===== config.mk =====
export PLATFORM = sky130hd
export DESIGN_NAME = regex_dot_star_matcher_top
export DESIGN_NICKNAME = d
export VERILOG_FILES = /design/src/sv/rdsm_pkg.sv /design/src/sv/rdsm_cell.sv /design/src/sv/regex_dot_star_matcher_top.sv
export SDC_FILE = /design/constraint.sdc
export NUM_CORES = 1
export LEC_CHECK = 0
export BUFFER_PORTS_ARGS = -buffer_cell sky130_fd_sc_hd__buf_2
export CORE_MARGIN = 5
export CORE_UTILIZATION = 50
export CTS_CLUSTER_DIAMETER = 30
export DETAILED_ROUTE_END_ITERATION = 7
export GPL_TIMING_DRIVEN = 0
export PLACE_DENSITY = 0.66
export SLEW_MARGIN = 0
export SYNTH_ARGS = -nofsm -noshare
export SYNTH_HDL_FRONTEND = slang
export SYNTH_HIERARCHICAL = 1
export SYNTH_SLANG_ARGS = --single-unit

===== constraint.sdc =====
create_clock -name clk -period 15.2 [get_ports clk]
set_clock_uncertainty 0.15 [all_clocks]
set_input_delay 2.28 -clock clk [delete_from_list [all_inputs] [get_ports clk]]
set_output_delay 2.28 -clock clk [all_outputs]
set_load 0.02 [all_outputs]

===== src/sv/rdsm_pkg.sv =====
// shared types and constants for the dot-star matcher
// no dependencies; used by rdsm_cell and regex_dot_star_matcher_top
`default_nettype none

package rdsm_pkg;

    localparam int MAX_TOKENS = 32;
    localparam int CNT_W      = $clog2(MAX_TOKENS + 1);
    localparam int IDX_W      = (MAX_TOKENS > 1) ? $clog2(MAX_TOKENS) : 1;

    localparam logic [7:0] ANY_CHAR = 8'd46;

    typedef enum logic [1:0] {
        MODE_LOAD = 2'd0,
        MODE_TEXT = 2'd1,
        MODE_END  = 2'd2,
        MODE_NONE = 2'd3
    } mode_t;

    typedef struct packed {
        logic [1:0] mode;
        logic [7:0] symbol;
        logic       starred;
        logic       first_token;
    } cmd_t;

    typedef struct packed {
        logic matched;
        logic pattern_overflow;
    } res_t;

    // per-cell control from the top level
    typedef struct packed {
        logic restart;
        logic step;
        logic write;
        logic in_use;
    } cell_ctl_t;

endpackage

`default_nettype wire


===== src/sv/rdsm_cell.sv =====
// one pattern position cell: holds token k and the active bit of position k+1
// depends on rdsm_pkg
`default_nettype none

module rdsm_cell (
    input  wire logic               clk,
    input  wire logic               rst_n,
    input  wire rdsm_pkg::cell_ctl_t ctl,
    input  wire logic [7:0]         symbol,
    input  wire logic               starred,
    input  wire logic               closed_in,
    input  wire logic               loop_in,
    output logic                    closed_out,
    output logic                    loop_out
);

    logic [7:0] char_reg;
    logic       rep_reg;
    logic       active_reg;
    logic       active_next;
    logic       hit;

    always_ff @(posedge clk)
    begin
        if (ctl.write)
        begin
            char_reg <= symbol;
            rep_reg  <= starred;
        end
    end

    // position k is closed_in; a starred token lets it fall through to k+1
    assign closed_out = active_reg | (closed_in & rep_reg & ctl.in_use);

    assign hit = closed_in & ctl.in_use
                 & ((char_reg == rdsm_pkg::ANY_CHAR) | (char_reg == symbol));

    // a starred hit stays on position k, owned by the left neighbor
    assign loop_out = hit & rep_reg;

    always_comb
    begin
        active_next = active_reg;
        if (ctl.restart)
        begin
            active_next = 1'b0;
        end
        else if (ctl.step)
        begin
            active_next = (hit & ~rep_reg) | loop_in;
        end
    end

    always_ff @(posedge clk or negedge rst_n)
    begin
        if (!rst_n)
        begin
            active_reg <= 1'b0;
        end
        else
        begin
            active_reg <= active_next;
        end
    end

endmodule

`default_nettype wire


===== src/sv/regex_dot_star_matcher_top.sv =====
// Whole-string matcher for patterns of literals, '.' and starred elements.
// Load the pattern as tokens (mode 0, first_token clears the old one), stream
// text characters (mode 1), then send an end item (mode 2) that returns one
// result and rearms for the next text. Items may follow each other in every
// cycle unless cmd_stall holds; the one-character step is a row of
// MAX_TOKENS cells whose star fall-through ripples through the row like a
// carry chain. The result sits in an output register, so input is taken while
// a result waits unless that result is stalled. Tokens past MAX_TOKENS are
// dropped and reported through pattern_overflow.
// depends on rdsm_pkg and rdsm_cell
`default_nettype none

module regex_dot_star_matcher_top (
    input  wire logic          clk,
    input  wire logic          rst_n,
    input  wire logic          cmd_valid,
    output logic               cmd_stall,
    input  wire rdsm_pkg::cmd_t cmd,
    output logic               res_valid,
    input  wire logic          res_stall,
    output rdsm_pkg::res_t     res
);

    localparam int N = rdsm_pkg::MAX_TOKENS;

    logic [rdsm_pkg::CNT_W-1:0] count_reg;
    logic [rdsm_pkg::CNT_W-1:0] count_next;
    logic [rdsm_pkg::CNT_W-1:0] base_count;
    logic                       ovf_reg;
    logic                       ovf_next;
    logic                       pos0_reg;
    logic                       pos0_next;
    logic                       res_valid_reg;
    logic                       res_valid_next;
    rdsm_pkg::res_t             res_reg;
    rdsm_pkg::res_t             res_next;

    logic                       accept;
    logic                       do_load;
    logic                       do_text;
    logic                       do_end;
    logic                       full;
    logic                       fin;

    logic [N:0]                 closed;
    logic [N:0]                 loop;
    rdsm_pkg::cell_ctl_t        ctl [N];

    assign cmd_stall = res_valid_reg & res_stall;
    assign accept    = cmd_valid & ~cmd_stall;
    assign res_valid = res_valid_reg;
    assign res       = res_reg;

    always_comb
    begin
        do_load = 1'b0;
        do_text = 1'b0;
        do_end  = 1'b0;
        unique case (rdsm_pkg::mode_t'(cmd.mode))
            rdsm_pkg::MODE_LOAD: do_load = accept;
            rdsm_pkg::MODE_TEXT: do_text = accept;
            rdsm_pkg::MODE_END:  do_end  = accept;
            default: ;
        endcase
    end

    assign base_count = cmd.first_token ? '0 : count_reg;
    assign full       = (base_count == rdsm_pkg::CNT_W'(N));

    always_comb
    begin
        count_next = count_reg;
        ovf_next   = ovf_reg;
        if (do_load)
        begin
            count_next = full ? base_count : base_count + 1'b1;
            ovf_next   = full | (ovf_reg & ~cmd.first_token);
        end
    end

    assign closed[0] = pos0_reg;
    assign loop[N]   = 1'b0;

    for (genvar k = 0; k < N; k++)
    begin : g_cell
        always_comb
        begin
            ctl[k].restart = do_load | do_end;
            ctl[k].step    = do_text;
            ctl[k].write   = do_load & ~full
                             & (base_count == rdsm_pkg::CNT_W'(k));
            ctl[k].in_use  = (count_reg > rdsm_pkg::CNT_W'(k));
        end

        rdsm_cell u_cell (
            .clk        (clk),
            .rst_n      (rst_n),
            .ctl        (ctl[k]),
            .symbol     (cmd.symbol),
            .starred    (cmd.starred),
            .closed_in  (closed[k]),
            .loop_in    (loop[k+1]),
            .closed_out (closed[k+1]),
            .loop_out   (loop[k])
        );
    end

    // closed set at the end position of the pattern
    always_comb
    begin
        fin = 1'b0;
        for (int k = 0; k <= N; k++)
        begin
            if (count_reg == rdsm_pkg::CNT_W'(k))
            begin
                fin = closed[k];
            end
        end
    end

    always_comb
    begin
        pos0_next = pos0_reg;
        if (do_load | do_end)
        begin
            pos0_next = 1'b1;
        end
        else if (do_text)
        begin
            pos0_next = loop[0];
        end
    end

    always_comb
    begin
        res_valid_next = res_valid_reg & res_stall;
        res_next       = res_reg;
        if (do_end)
        begin
            res_valid_next            = 1'b1;
            res_next.matched          = fin;
            res_next.pattern_overflow = ovf_reg;
        end
    end

    always_ff @(posedge clk)
    begin
        res_reg <= res_next;
    end

    always_ff @(posedge clk or negedge rst_n)
    begin
        if (!rst_n)
        begin
            count_reg     <= '0;
            ovf_reg       <= 1'b0;
            pos0_reg      <= 1'b1;
            res_valid_reg <= 1'b0;
        end
        else
        begin
            count_reg     <= count_next;
            ovf_reg       <= ovf_next;
            pos0_reg      <= pos0_next;
            res_valid_reg <= res_valid_next;
        end
    end

endmodule

`default_nettype wire


* After elaboration in Yosys (flattened, before gate mapping)
Cells that the tools add are included.
** Word-level totals
- Bits in registers :: 331
- Bits of input ports :: 16
** Operators by class
- Equal/unequal tests :: 130
- Mux-type cells :: 105
- Add/subtract/negate cells :: 1
- Magnitude comparators :: 32
- Bitwise operators :: 360
- Reduce and logical (&&, ||, !) cells :: 4
** Operators by type and width (count)
- $eq A8 B6 Y1 const B :: 32
- $eq A8 B8 Y1 :: 32
- $and A1 B1 Y1 :: 228
- $eq A6 B5 Y1 const B :: 32
- $mux W1 :: 103
- $or A1 B1 Y1 :: 97
- $eq A6 B4 Y1 const B :: 16
- $gt A6 B5 Y1 const B :: 16
- $eq A6 B3 Y1 const B :: 8
- $gt A6 B4 Y1 const B :: 8
- $not A1 Y1 :: 35
- $eq A6 B2 Y1 const B :: 4
- $gt A6 B3 Y1 const B :: 4
- $eq A6 B1 Y1 const B :: 2
- $eq A6 B6 Y1 const B :: 2
- $gt A6 B1 Y1 const B :: 2
- $gt A6 B2 Y1 const B :: 2
- $logic_not A6 Y1 :: 2
- $mux W6 :: 2
- $add A6 B1 Y6 const B :: 1
- $eq A2 B1 Y1 const B :: 1
- $eq A2 B2 Y1 const B :: 1
- $logic_not A2 Y1 :: 1
- $reduce_bool A2 Y1 :: 1

* Depth between registers and ports, before layout
Gate-level depths: netlist of the first run.
- Depth after elaboration :: 99
- Mapped depth :: 70
- Gate-level depth less buffers :: 69

* Hierarchy
Netlist of the first run, hierarchy kept.
** By module, submodules not included
- rdsm_cell :: seq. area each 295.3 um^2, times used 32, cells an instance 33, area an instance 465.4 um^2
- regex_dot_star_matcher_top :: seq. area each 286.5 um^2, times used 1, cells an instance 233, area an instance 1712.9 um^2

* Worst setup path before layout of the first run
OpenSTA, ideal clock, no wires.
- Kind :: flip-flop to flip-flop
- Start :: reg count_reg[0] (netlist name)
- End :: reg res_reg (netlist bit res[1]), data pin
- Clock period less this slack :: 7.962 ns
- Arrival time :: 7.656 ns
- Setup time :: 0.157 ns
- Data required time :: 14.893 ns
- Path slack :: 7.238 ns
- Buffers on the path :: 1
- Stages on the path, launching flop included :: 71
- Cell sequence :: dfrtp_1 -> buf_2 -> nor2_1 -> nand2_1 -> nand3_1 -> nand2b_1 -> nand3_1 -> nand2b_1 -> nand3_1 -> nand2b_1 -> nand3_1 -> nand2b_1 -> nand3_1 -> nand2b_1 -> nand3_1 -> nand2b_1 -> nand3_1 -> nand2b_1 -> [... 35 more ...] -> nand2b_1 -> nand3_1 -> nand2b_1 -> nand3_1 -> nand2b_1 -> nand3_1 -> nand2b_1 -> nand3_1 -> nand2b_1 -> nand3_1 -> nand2b_1 -> nand3_1 -> nand2b_1 -> nand3_1 -> nand2b_1 -> nor3_1 -> a22o_1 -> nor3_1
** RTL lines
- start, declared :: RTL line regex_dot_star_matcher_top.sv:26 : logic [rdsm_pkg::CNT_W-1:0] count_reg;
- start signal, assigned :: RTL line regex_dot_star_matcher_top.sv:162 : count_reg <= count_next;
- end signal, assigned :: RTL line regex_dot_star_matcher_top.sv:148 : res_reg <= res_next;
- end, declared :: RTL line regex_dot_star_matcher_top.sv:35 : rdsm_pkg::res_t res_reg;

==> results.md, run 1 <==
* Mapped Cells at around 1300
* Max reg flops at between 200 and 300
* Tmin final at between 10 and 15 ns
* Period utilization at 0.8450
* Synth area leader: edfxtp_1
* CP max stage delay at 0.49 ns
* H-Tree Depth at 3
* Clk slew on worst S/H paths at 0.05 ns
* Crit Path Max Fanout at 10
* CTS Buf Count at 73
* Post-synthesis sequential area ratio at 0.5862
* Floorplan row count at 66
* Final WL at 39110 um
* Die H at 192.3 um
* CTS root buffer: clkbuf_16
* Setup crit end kind: register
* RSZ-0062 raised after global routing: false
* Internal reg-to-reg setup slack at 2.36 ns
* Number of remaining DRC errors at 0
* Vias in the first global route at between 10000 and 15000
* Worst VDD drop at 0.08890 mV
* Final setup viols at 0
* Setup TNS at 0 ns
* Slew HR at 0.1497
* Synth cell types at 65
* Initial core utilization at 0.5078
* Status: completed
* Max-Cap Viols at 0
* Die span in x at 192.3 um
* Met3 Routed Length at 2456 um
* PortBufs at 19
* Required @ worst endpoint at 15.35 ns
* Fmax at 77.86 MHz
* Post-synthesis simple-gate area fraction at 0.1929
* Top sig layer: met4
* DRT Pass-1 Iters at 5
* Final hold violations at 0
* Largest cells by area after synthesis: edfxtp_1 (52%), xor2_1 (14%), dfrtp_1 (6.0%), nor4_2 (4.9%), nand2b_1 (3.8%)
* Met2 wire len at between 15000 and 20000 um
* Mux share of post-synthesis cell area at 0.007760
* Ys Warns at 6
* Initial DRC Count at 979
* Drt wl/cell at approximately 21 um
* Class of the most critical setup path: register to register
* Multi-input combinational cell area at about 0.0066 mm^2
* Vias per cell at 5.741
* Flip-flop and latch area at 0.009736 mm^2
* Layout net count at between 1000 and 1500
* Leak pwr at 7.110 nW
* Main combinational cell family by area after synthesis: simple AND/OR/NAND/NOR gates
* Filler instances at 2531
* Post-synth EDFFs at 290
* Top-area cell type share of the netlist area at 0.5244
* HPWL after DPL at 24840 um
* Slowest-stage cell, CP: dfrtp_1
* Slew @ Worst Pin at ~1.3 ns
* ANT nets after route at 0
* Asr flop ratio synth at 0.1239
* Post-Synth XOR/XNOR Area at 0.1355
* Worst skew pair latency at 0.56 ns
* Area of the die at 0.03696 mm^2
* Post-CTS sizing at 0
* Post-Synth Adder-Cell Area at 0.003014
* GRT overflow at 0
* Final Max Slew Viols at 0
* Worst EP arrival at around 13 ns
* Pwr Density at 143.9 mW/mm^2
* # IOs at 20
* Clock Path Buffers at 3
* WHS at 0.3046 ns
* Met1 wire length at 17370 um
* CORE AREA at 0.03270 mm^2
* Largest net degree at the start of global routing at 42
* Post-synthesis compound-gate area fraction at 0.05831
* Post-synth design cell area at between 0.015 and 0.02 mm^2
* #FFs+latches synth at about 330
* Area delta synth->final at 21.05%
* Cell with the most instances after synthesis: edfxtp_1
* Total track usage at 0.2143
* Clock sink count at 331
* CTS Hold Bufs at 0
* Post-CTS setup buffer count at 0
* Top_reg_cell synth: edfxtp_1
* Fraction of layout cells with a size suffix above 1 at 0.1683
* GPL Wtd Cong at between 0.9 and 1
* Diodes inserted at 0
* Via count at 10900
* Syn Area/Cell at ~13 um^2
* CTS tree: done
* First-pass GRT wire length at 61650 um
* Synth top cells by count: edfxtp_1 (290), xor2_1 (257), nand2b_1 (101), nor2_1 (83)
* Initial antenna violation count at 0
* Hold crit path type: register to register
* Synthesized netlist net count at 1309
* Critical path launch point type: register
cell usage in the layout, fill, tap and decap left out, drive strengths merged, types with 3 or more instances in the layout:
master / instances
edfxtp: 290
xor2: 257
nor4: 130
nand2b: 102
clkbuf: 96
nor2: 83
inv: 50
a21oi: 47
buf: 46
nand3: 40
dfrtp: 40
nand4b: 33
a211oi: 32
a31oi: 32
clkinv: 22
and2: 20
and3: 16
nand2: 16
o21ai: 15
bufinv: 11
nor3: 8
clkinvlp: 6
mux2i: 5
nor4b: 5
mux2: 5
o22ai: 4
ha: 4
a22o: 3
a22oi: 3
a41oi: 3
or3: 3
cells by family after synthesis:
kind of cell / Yosys count
AND/OR/NAND/NOR: 468
buffers and inverters: 64
XOR/XNOR: 257
adder cells (fa/ha/maj): 4
flip-flops: 331
multiplexers: 11
AO/OA/AOI/OAI: 153
other: 1
power breakdown:
| part | switching [mW] | internal [mW] | total (mW) |
|---|---|---|---|
| Clock | 0.486 | 1.12 | 1.60 |
| Combinational | 0.186 | 0.0812 | 0.267 |
| Sequential | 0.0120 | 1.01 | 1.02 |
path summary, 6_finish.rpt:
check                        startpoint                            to  cells after the start
max reg2reg                count_reg[0]                        res[1]                     70
min in group asynchronous         rst_n  g_cell[10].u_cell/active_reg                      1
max in group asynchronous         rst_n                  count_reg[3]                      1
max                        count_reg[0]                        res[1]                     70
min                             ovf_reg                        res[0]                      0
min reg2reg                     ovf_reg                        res[0]                      0
metrics by stage:
step	setup slack, ns	utilization	cell area [um^2]	power [mW]	std cells
floorplan	7.238	-	16610	1.185	1289
global placement	3.068	0.5277	17260	1.288	1750
detailed placement	2.922	0.5366	17550	1.298	1764
CTS	2.805	0.6147	20100	2.912	1898
global route	1.473	0.6147	20100	2.986	1898
finish	2.356	0.6147	20100	2.893	1898
final cells by class:
| class | instances | share of cell area |
|---|---|---|
| clock buffers | 89 | 0.09909 |
| clock inverters | 45 | 0.02807 |
| inverters | 44 | 0.008216 |
| multi-input cells | 894 | 0.3292 |
| well taps | 442 | 0.02751 |
| flip-flops and latches | 331 | 0.4843 |
| repair buffers | 33 | 0.01861 |
| plain buffers | 20 | 0.005041 |
critical path: cells and delay by family (launching register included):
| family | cells | cell delay (ns) |
|---|---|---|
| buf+inv | 1 | 0.31 |
| flops | 1 | 0.49 |
| compound gates | 1 | 0.28 |
| simple gates | 68 | 11.30 |
metal layers:
metal,vias to the layer above,GRT usage
met5,-,0
met4,0,0.07762
met3,68,0.04179
met2,362,0.3441
met1,5369,0.2926
li1,5098,-
No activity file was read; power rests on OpenSTA's default activity.
==> run 2: changes to the inputs <==
Clock period 15.2 ns to 12.25 ns, I/O delays scaled along.
==> run 2 against run 1 <==
Effect of this change: first-iteration DRC count decreased by 3.3%; sequential cell count unchanged; non-clock buffer count increased by 3; largest power group unchanged; via count increased by 0.36%; register-to-register slack got worse by 1.6 ns; core utilization increased by 0.33 points; total power increased by 25%; wire length increased by 0.35%; hold slack improved by 0.00086 ns; cell area increased by 0.53%.
==> results.md, run 2 (synthesis gave the netlist of run 1 again) <==
* Final Max Slew Viols at 0 (unchanged)
* Area delta synth->final at 21.69%
* Number of remaining DRC errors at 0 (unchanged)
* Pint at 2.750 mW (+25%)
* Die H at 192.3 um (unchanged)
* # IOs at 20 (unchanged)
* Flip-flop and latch area at 0.009738 mm^2 (about the same)
* Slew HR at 0.1697 (+0.02006)
* Layout net count at 1420 (+0.21%)
* Status: completed
* Via count at 10940 (+0.36%)
* PortBufs at 19 (unchanged)
* Clock share of power at 0.552 (-0.003)
* Class of the most critical setup path: register to register
* Worst skew pair latency at 0.56 ns (about the same)
* Setup crit end kind: register
* CORE AREA at 0.03270 mm^2 (unchanged)
* Slowest-stage cell, CP: dfrtp_2
* Fmax at 87.21 MHz (+12%)
* Multi-input combinational cell area at 0.006694 mm^2 (+1.2%)
* GRT overflow at 0 (unchanged)
* H-Tree Depth at 3 (unchanged)
* Critical path launch point type: register
* Setup WS pre-CTS at -0.02792 ns (-2.950 ns)
* Vias per cell at 5.753 (+0.20%)
* Largest net degree at the start of global routing at 42 (unchanged)
* Filler instances at 2525 (-0.24%)
* Area of the die at 0.03696 mm^2 (unchanged)
* Crit Path Max Fanout at 10 (unchanged)
* Clock sink count at 331 (unchanged)
* First-pass GRT wire length at 61650 um (unchanged)
* Max reg flops at 256 (unchanged)
* Final Non-Filler Cells at 1901 (+0.16%)
* Flop pwr share at 0.352 (about the same)
* Vias in the first global route at 11200 (unchanged)
* Total track usage at 0.2143 (unchanged)
* Clk slew on worst S/H paths at 0.05 ns (about the same)
* Final setup viols at 0 (unchanged)
* Crit path top cell by count: nand3_1
* Die span in x at 192.3 um (unchanged)
* Hold crit path type: register to register
* Fraction of layout cells with a size suffix above 1 at 0.1803 (+0.01199)
* Cell Area, Placed at 0.01755 mm^2 (unchanged)
* Commonest non-fill, non-tap cell in the layout: edfxtp_1
* Tmin final at 11.47 ns (-1.377 ns)
* Final WL at 39250 um (+0.35%)
* HPWL after DPL at 24840 um (unchanged)
* Max-Cap Viols at 0 (unchanged)
* Leak pwr at 7.143 nW (+0.46%)
* Diodes inserted at 0 (unchanged)
* Pwr Density at 178.3 mW/mm^2 (+24%)
* Slew @ Worst Pin at 1.245 ns (-0.03009 ns)
* CTS root buffer: clkbuf_16
* Comb pwr share at 0.096 (+0.004)
* Utilization after layout at 0.6180 (+0.003252)
* CTS tree: done
* Required @ worst endpoint at 12.47 ns (-2.88 ns)
* Placed insts at 1764 (unchanged)
* Setup ws final at 0.7836 ns (-1.573 ns)
* Final hold violations at 0 (unchanged)
* Net Sw Power at 852.5 uW (+25%)
* Drt wl/cell at 20.64 um (+0.19%)
* CTS Hold Bufs at 0 (unchanged)
* Initial DRC Count at 947 (-3.3%)
* CTS Buf Count at 73 (unchanged)
* Period utilization at 0.9360 (+0.09104)
* Most frequent cells in the layout: edfxtp_1 (290), xor2_1 (257), nand2b_1 (90)
* DRT Pass-1 Iters at 7 (+2)
* Clock Path Buffers at 3 (unchanged)
* Worst EP arrival at 11.69 ns (-1.30 ns)
* GPL Wtd Cong at 0.9292 (unchanged)
* Floorplan row count at 66 (unchanged)
* CP max stage delay at 0.43 ns (-0.06 ns)
* Design area at 0.02021 mm^2 (+0.53%)
* Initial core utilization at 0.5078 (unchanged)
* Sw frac at 0.2366 (about the same)
* ANT nets after route at 0 (unchanged)
* Worst VDD drop at 0.1106 mV (+24%)
* Initial antenna violation count at 0 (unchanged)
-- run 2: repair_timing --
item | CTS | global route
gates cloned | 0 | 0
endpoints found under the hold margin | 0 | 0
resized for setup | 2 | 17
endpoints found under the setup margin | 1 | 5
setup buffers | 0 | 3
-- run 2: worst max-delay path: cells and delay by family (launching register included) --
| kind | cells | cell delay, ns |
|---|---|---|
| compound gates | 1 | 0.31 |
| buf+inv | 3 | 0.61 |
| flops | 1 | 0.43 |
| simple gates | 65 | 9.73 |
-- run 2: path summary, 6_finish.rpt --
kind | start | endpoint | slack, ns | cells after the start
worst min register to register | ovf_reg | res[0] | 0.31 | 0
worst max register to register | count_reg[1] | res[1] | 0.78 | 69
min in group asynchronous | rst_n | g_cell[10].u_cell/active_reg | 1.40 | 1
max in group asynchronous | rst_n | count_reg[0] | 9.69 | 1
worst max-delay path | count_reg[1] | res[1] | 0.78 | 69
worst min-delay path | ovf_reg | res[0] | 0.31 | 0
-- run 2: layout make-up --
class / instances / share of cell area
Sequential cell: 331 / 0.4819
Multi-Input combinational cell: 894 / 0.3312
Clock buffer: 89 / 0.09856
Clock inverter: 45 / 0.02792
Tap cell: 442 / 0.02736
Timing Repair Buffer: 36 / 0.01963
Inverter: 44 / 0.008172
Buffer: 20 / 0.005263
-- run 2: power by group through the flow --
stage,Clock [mW],Sequential (mW),Combinational [mW]
final,1.99,1.27,0.345
after global routing,2.08,1.27,0.373
after CTS,2.02,1.27,0.330
after detailed placement,0,1.29,0.325
after global placement,0,1.29,0.313
after floorplan,0,1.28,0.189
-- run 2: stage by stage --
stage / hold slack (ns) / power [mW] / TNS (ns)
detailed placement: 0.3061 / 1.610 / -0.02792
floorplan: 0.2758 / 1.471 / 0
global placement: 0.2962 / 1.599 / 0
CTS: 0.2962 / 3.615 / 0
finish: 0.3054 / 3.603 / 0
global route: 0.3231 / 3.720 / -0.01916
-- run 2: per-layer routing --
layer,track usage,wire length (um)
met1,0.2926,17400
met2,0.3441,18470
met4,0.07762,902
met3,0.04179,2478
met5,0,0
==> run 3: changes to the inputs <==
Settings changed: ABC_AREA set to 1, PLACE_DENSITY 0.66 to 0.65.
==> run 3 against run 2 <==
Effect of this change: maximum frequency increased by 16%; synthesized cell count rose by 73%; first-iteration DRC count shrank 8.0%; critical endpoint is now g_cell[30].u_cell/active_reg.
==> results.md, run 3 <==
* Status: completed
* Final hold violations at 0 (unchanged)
* CTS Buf Count at 69 (-5.5%)
* CP max stage delay at 0.32 ns (-0.11 ns)
* Cell with the most instances after synthesis: nand2_1
* Drt wl/cell at 14.40 um (-30%)
* GPL Wtd Cong at 0.8769 (-5.6%)
* Initial DRC Count at 871 (-8.0%)
* Crit Path Max Fanout at 8 (-2)
* Largest cells by area after synthesis: edfxtp_1 (48%), nand2_1 (18%), inv_1 (8.7%), dfrtp_1 (5.5%), nor2_1 (4.9%)
* Critical Path Start: count_reg[5]
* Via count at 13980 (+28%)
* Layout net count at 2353 (+66%)
* Slowest-stage cell, CP: dfrtp_1
* Post-synth design cell area at 0.01804 mm^2 (+8.6%)
* Synth cell types at 30 (-54%)
* WHS at 0.3117 ns (+0.006248 ns)
* Post-CTS sizing at 0 (-2)
* Area delta synth->final at 18.34%
* HPWL after DPL at 26990 um (+8.7%)
* Initial core utilization at 0.5072 (-0.0005972)
* Post-synthesis sequential area ratio at 0.5396 (-0.04663)
* Vias in the first global route at 13790 (+23%)
* Diodes inserted at 0 (unchanged)
* # IOs at 20 (unchanged)
* Placed insts at 2723 (+54%)
* Class of the most critical setup path: register to register
* R2r startpoint: count_reg[5]
* First-pass GRT wire length at 67340 um (+9.2%)
* Final Max Slew Viols at 0 (unchanged)
* Required @ worst endpoint at 12.58 ns (+0.11 ns)
* Fraction of layout cells with a size suffix above 1 at 0.08463 (-0.09564)
* Floorplan row count at 69 (+4.5%)
* CTS root buffer: clkbuf_16
* Fmax at 101.4 MHz (+16%)
* Hold Path Depth at 0 (unchanged)
* Post-CTS setup buffer count at 0 (unchanged)
* ANT nets after route at 0 (unchanged)
* Setup ws final at 2.390 ns (+1.607 ns)
* Critical path launch point type: register
* Initial antenna violation count at 0 (unchanged)
* Synth area leader: edfxtp_1
* FF-to-FF path depth at 71 (+2.9%)
* Largest net degree at the start of global routing at 61 (+45%)
* DRT Pass-1 Iters at 5 (-2)
* Max reg flops at 256 (unchanged)
* Tmin final at 9.860 ns (-1.607 ns)
* Asr flop ratio synth at 0.1239 (unchanged)
* Hold crit path type: register to register
* Syn Area/Cell at 8.083 um^2 (-37%)
* Number of remaining DRC errors at 0 (unchanged)
* Setup crit end kind: register
* Setup TNS at 0 ns (unchanged)
* Worst skew pair latency at 0.55 ns (about the same)
* Synth top cells by count: nand2_1 (854), inv_1 (419), edfxtp_1 (290), nor2_1 (235), xnor2_1 (96)
* #FFs+latches synth at 331 (unchanged)
* Most frequent cells in the layout: nand2_1 (854), inv_1 (419), edfxtp_1 (290)
* Setup WS pre-CTS at 2.532 ns (+2.560 ns)
* CORE AREA at 0.03557 mm^2 (+8.8%)
* Clock Path Buffers at 3 (unchanged)
* Leak pwr at 9.776 nW (+37%)
* Die span in x at 200.0 um (+4.0%)
* Area of the die at 0.03998 mm^2 (+8.2%)
* Clk slew on worst S/H paths at 0.05 ns (about the same)
* Final WL at 41010 um (+4.5%)
* Slew @ Worst Pin at 1.137 ns (-0.1083 ns)
* PortBufs at 18 (-1)
* Pwr Density at 159.3 mW/mm^2 (-11%)
* Die H at 200.0 um (+4.0%)
* Vias per cell at 4.908 (-15%)
* Clock sink count at 331 (unchanged)
* Ys Warns at 6 (unchanged)
* Worst EP arrival at 10.19 ns (-1.50 ns)
* CTS Hold Bufs at 0 (unchanged)
* Top-area cell type share of the netlist area at 0.4827 (-0.04171)
* CTS tree: done
* Period utilization at 0.8049 (-0.1311)
* Slew HR at 0.2419 (+0.07218)
* Total track usage at 0.2088 (-0.005492)
* Mapped Cells at 2232 (+73%)
* Top_reg_cell synth: edfxtp_1
* GRT overflow at 0 (unchanged)
* Max-Cap Viols at 0 (unchanged)
* H-Tree Depth at 3 (unchanged)
* Synthesized netlist net count at 2252 (+72%)
* Commonest non-fill, non-tap cell in the layout: nand2_1
* Final setup viols at 0 (unchanged)
* Hold Crit Start: ovf_reg
* Post-synth EDFFs at 290 (unchanged)
* Worst VDD drop at 0.1145 mV (+3.5%)
* Crit path top cell by count: nand2_1
* RSZ-0062 raised after global routing: false
* Final Non-Filler Cells at 2848 (+50%)
==> run 3: changes by cell type after synthesis, moves of 29 or more <==
| cell | previous run | this run |
|---|---|---|
| nand2_1 | 16 | 854 |
| a211oi_1 | 32 | 0 |
| a31oi_1 | 32 | 3 |
| xor2_1 | 257 | 3 |
| inv_1 | 43 | 419 |
| nor2_1 | 83 | 235 |
| o21bai_1 | 2 | 32 |
| nor4_1 | 65 | 5 |
| xnor2_1 | 0 | 96 |
| nand4_1 | 1 | 43 |
| a21oi_2 | 0 | 32 |
| nor4_2 | 65 | 0 |
| nand4b_1 | 33 | 0 |
| nand2b_1 | 101 | 0 |
==> run 3: area by class of cell <==
| cell class | instances | area (um^2) |
|---|---|---|
| repair buffers | 30 | 350.3 |
| well taps | 461 | 576.8 |
| inverters | 428 | 1607 |
| fillers | 3005 | 14220 |
| multi-input cells | 1464 | 6691 |
| clock buffers | 79 | 1807 |
| plain buffers | 9 | 48.80 |
| clock inverters | 46 | 535.5 |
| flip-flops and latches | 331 | 9736 |
==> run 3: worst paths after layout <==
check / end / slack (ns)
hold / removal: res[0] / 0.31
hold reg to reg: res[0] / 0.31
setup reg to reg: g_cell[30].u_cell/active_reg / 2.39
setup / recovery: g_cell[30].u_cell/active_reg / 2.39
max in group asynchronous: g_cell[3].u_cell/active_reg / 9.88
min in group asynchronous: g_cell[26].u_cell/active_reg / 1.36
==> run 3: where the power goes <==
group	switching (mW)	leakage, nW	internal, mW
Combinational	0.215	5.53	0.0888
Sequential	0.0102	3.14	1.25
Clock	0.585	1.10	1.25
Total	0.810	9.78	2.59
==> run 3: stage by stage <==
stage	power (mW)	cell area, um^2	utilization
2_1_floorplan	1.462	18040	-
3_5_place_dp	1.583	19010	0.5344
6_report	3.401	21350	0.6003
3_3_place_gp	1.573	18710	0.5260
5_1_grt	3.534	21350	0.6003
4_1_cts	3.429	21350	0.6003
==> run 3: layer usage <==
| layer | vias to the layer above | track usage | share of wire |
|---|---|---|---|
| met5 | - | 0 | 0 |
| met4 | 0 | 0.05660 | 0.019 |
| met3 | 66 | 0.03793 | 0.046 |
| met2 | 288 | 0.3532 | 0.47 |
| met1 | 6463 | 0.2797 | 0.46 |
| li1 | 7162 | - | - |
==> run 3: kinds of logic after synthesis <==
logic type               count (synthesis)  synth area share
AO/OA/AOI/OAI                          126           0.04633
other                                    1         0.0002078
XOR/XNOR                                99           0.04806
AND/OR/NAND/NOR                       1234            0.2713
flip-flops                             331            0.5396
buffers and inverters                  437           0.09175
adder cells (fa/ha/maj)                  4          0.002774
==> run 3: worst max-delay path, delay by kind of cell (launching register included) <==
family	cells	cell delay, ns
simple gates	67	8.69
buf+inv	2	0.33
flops	1	0.32
compound gates	2	0.26
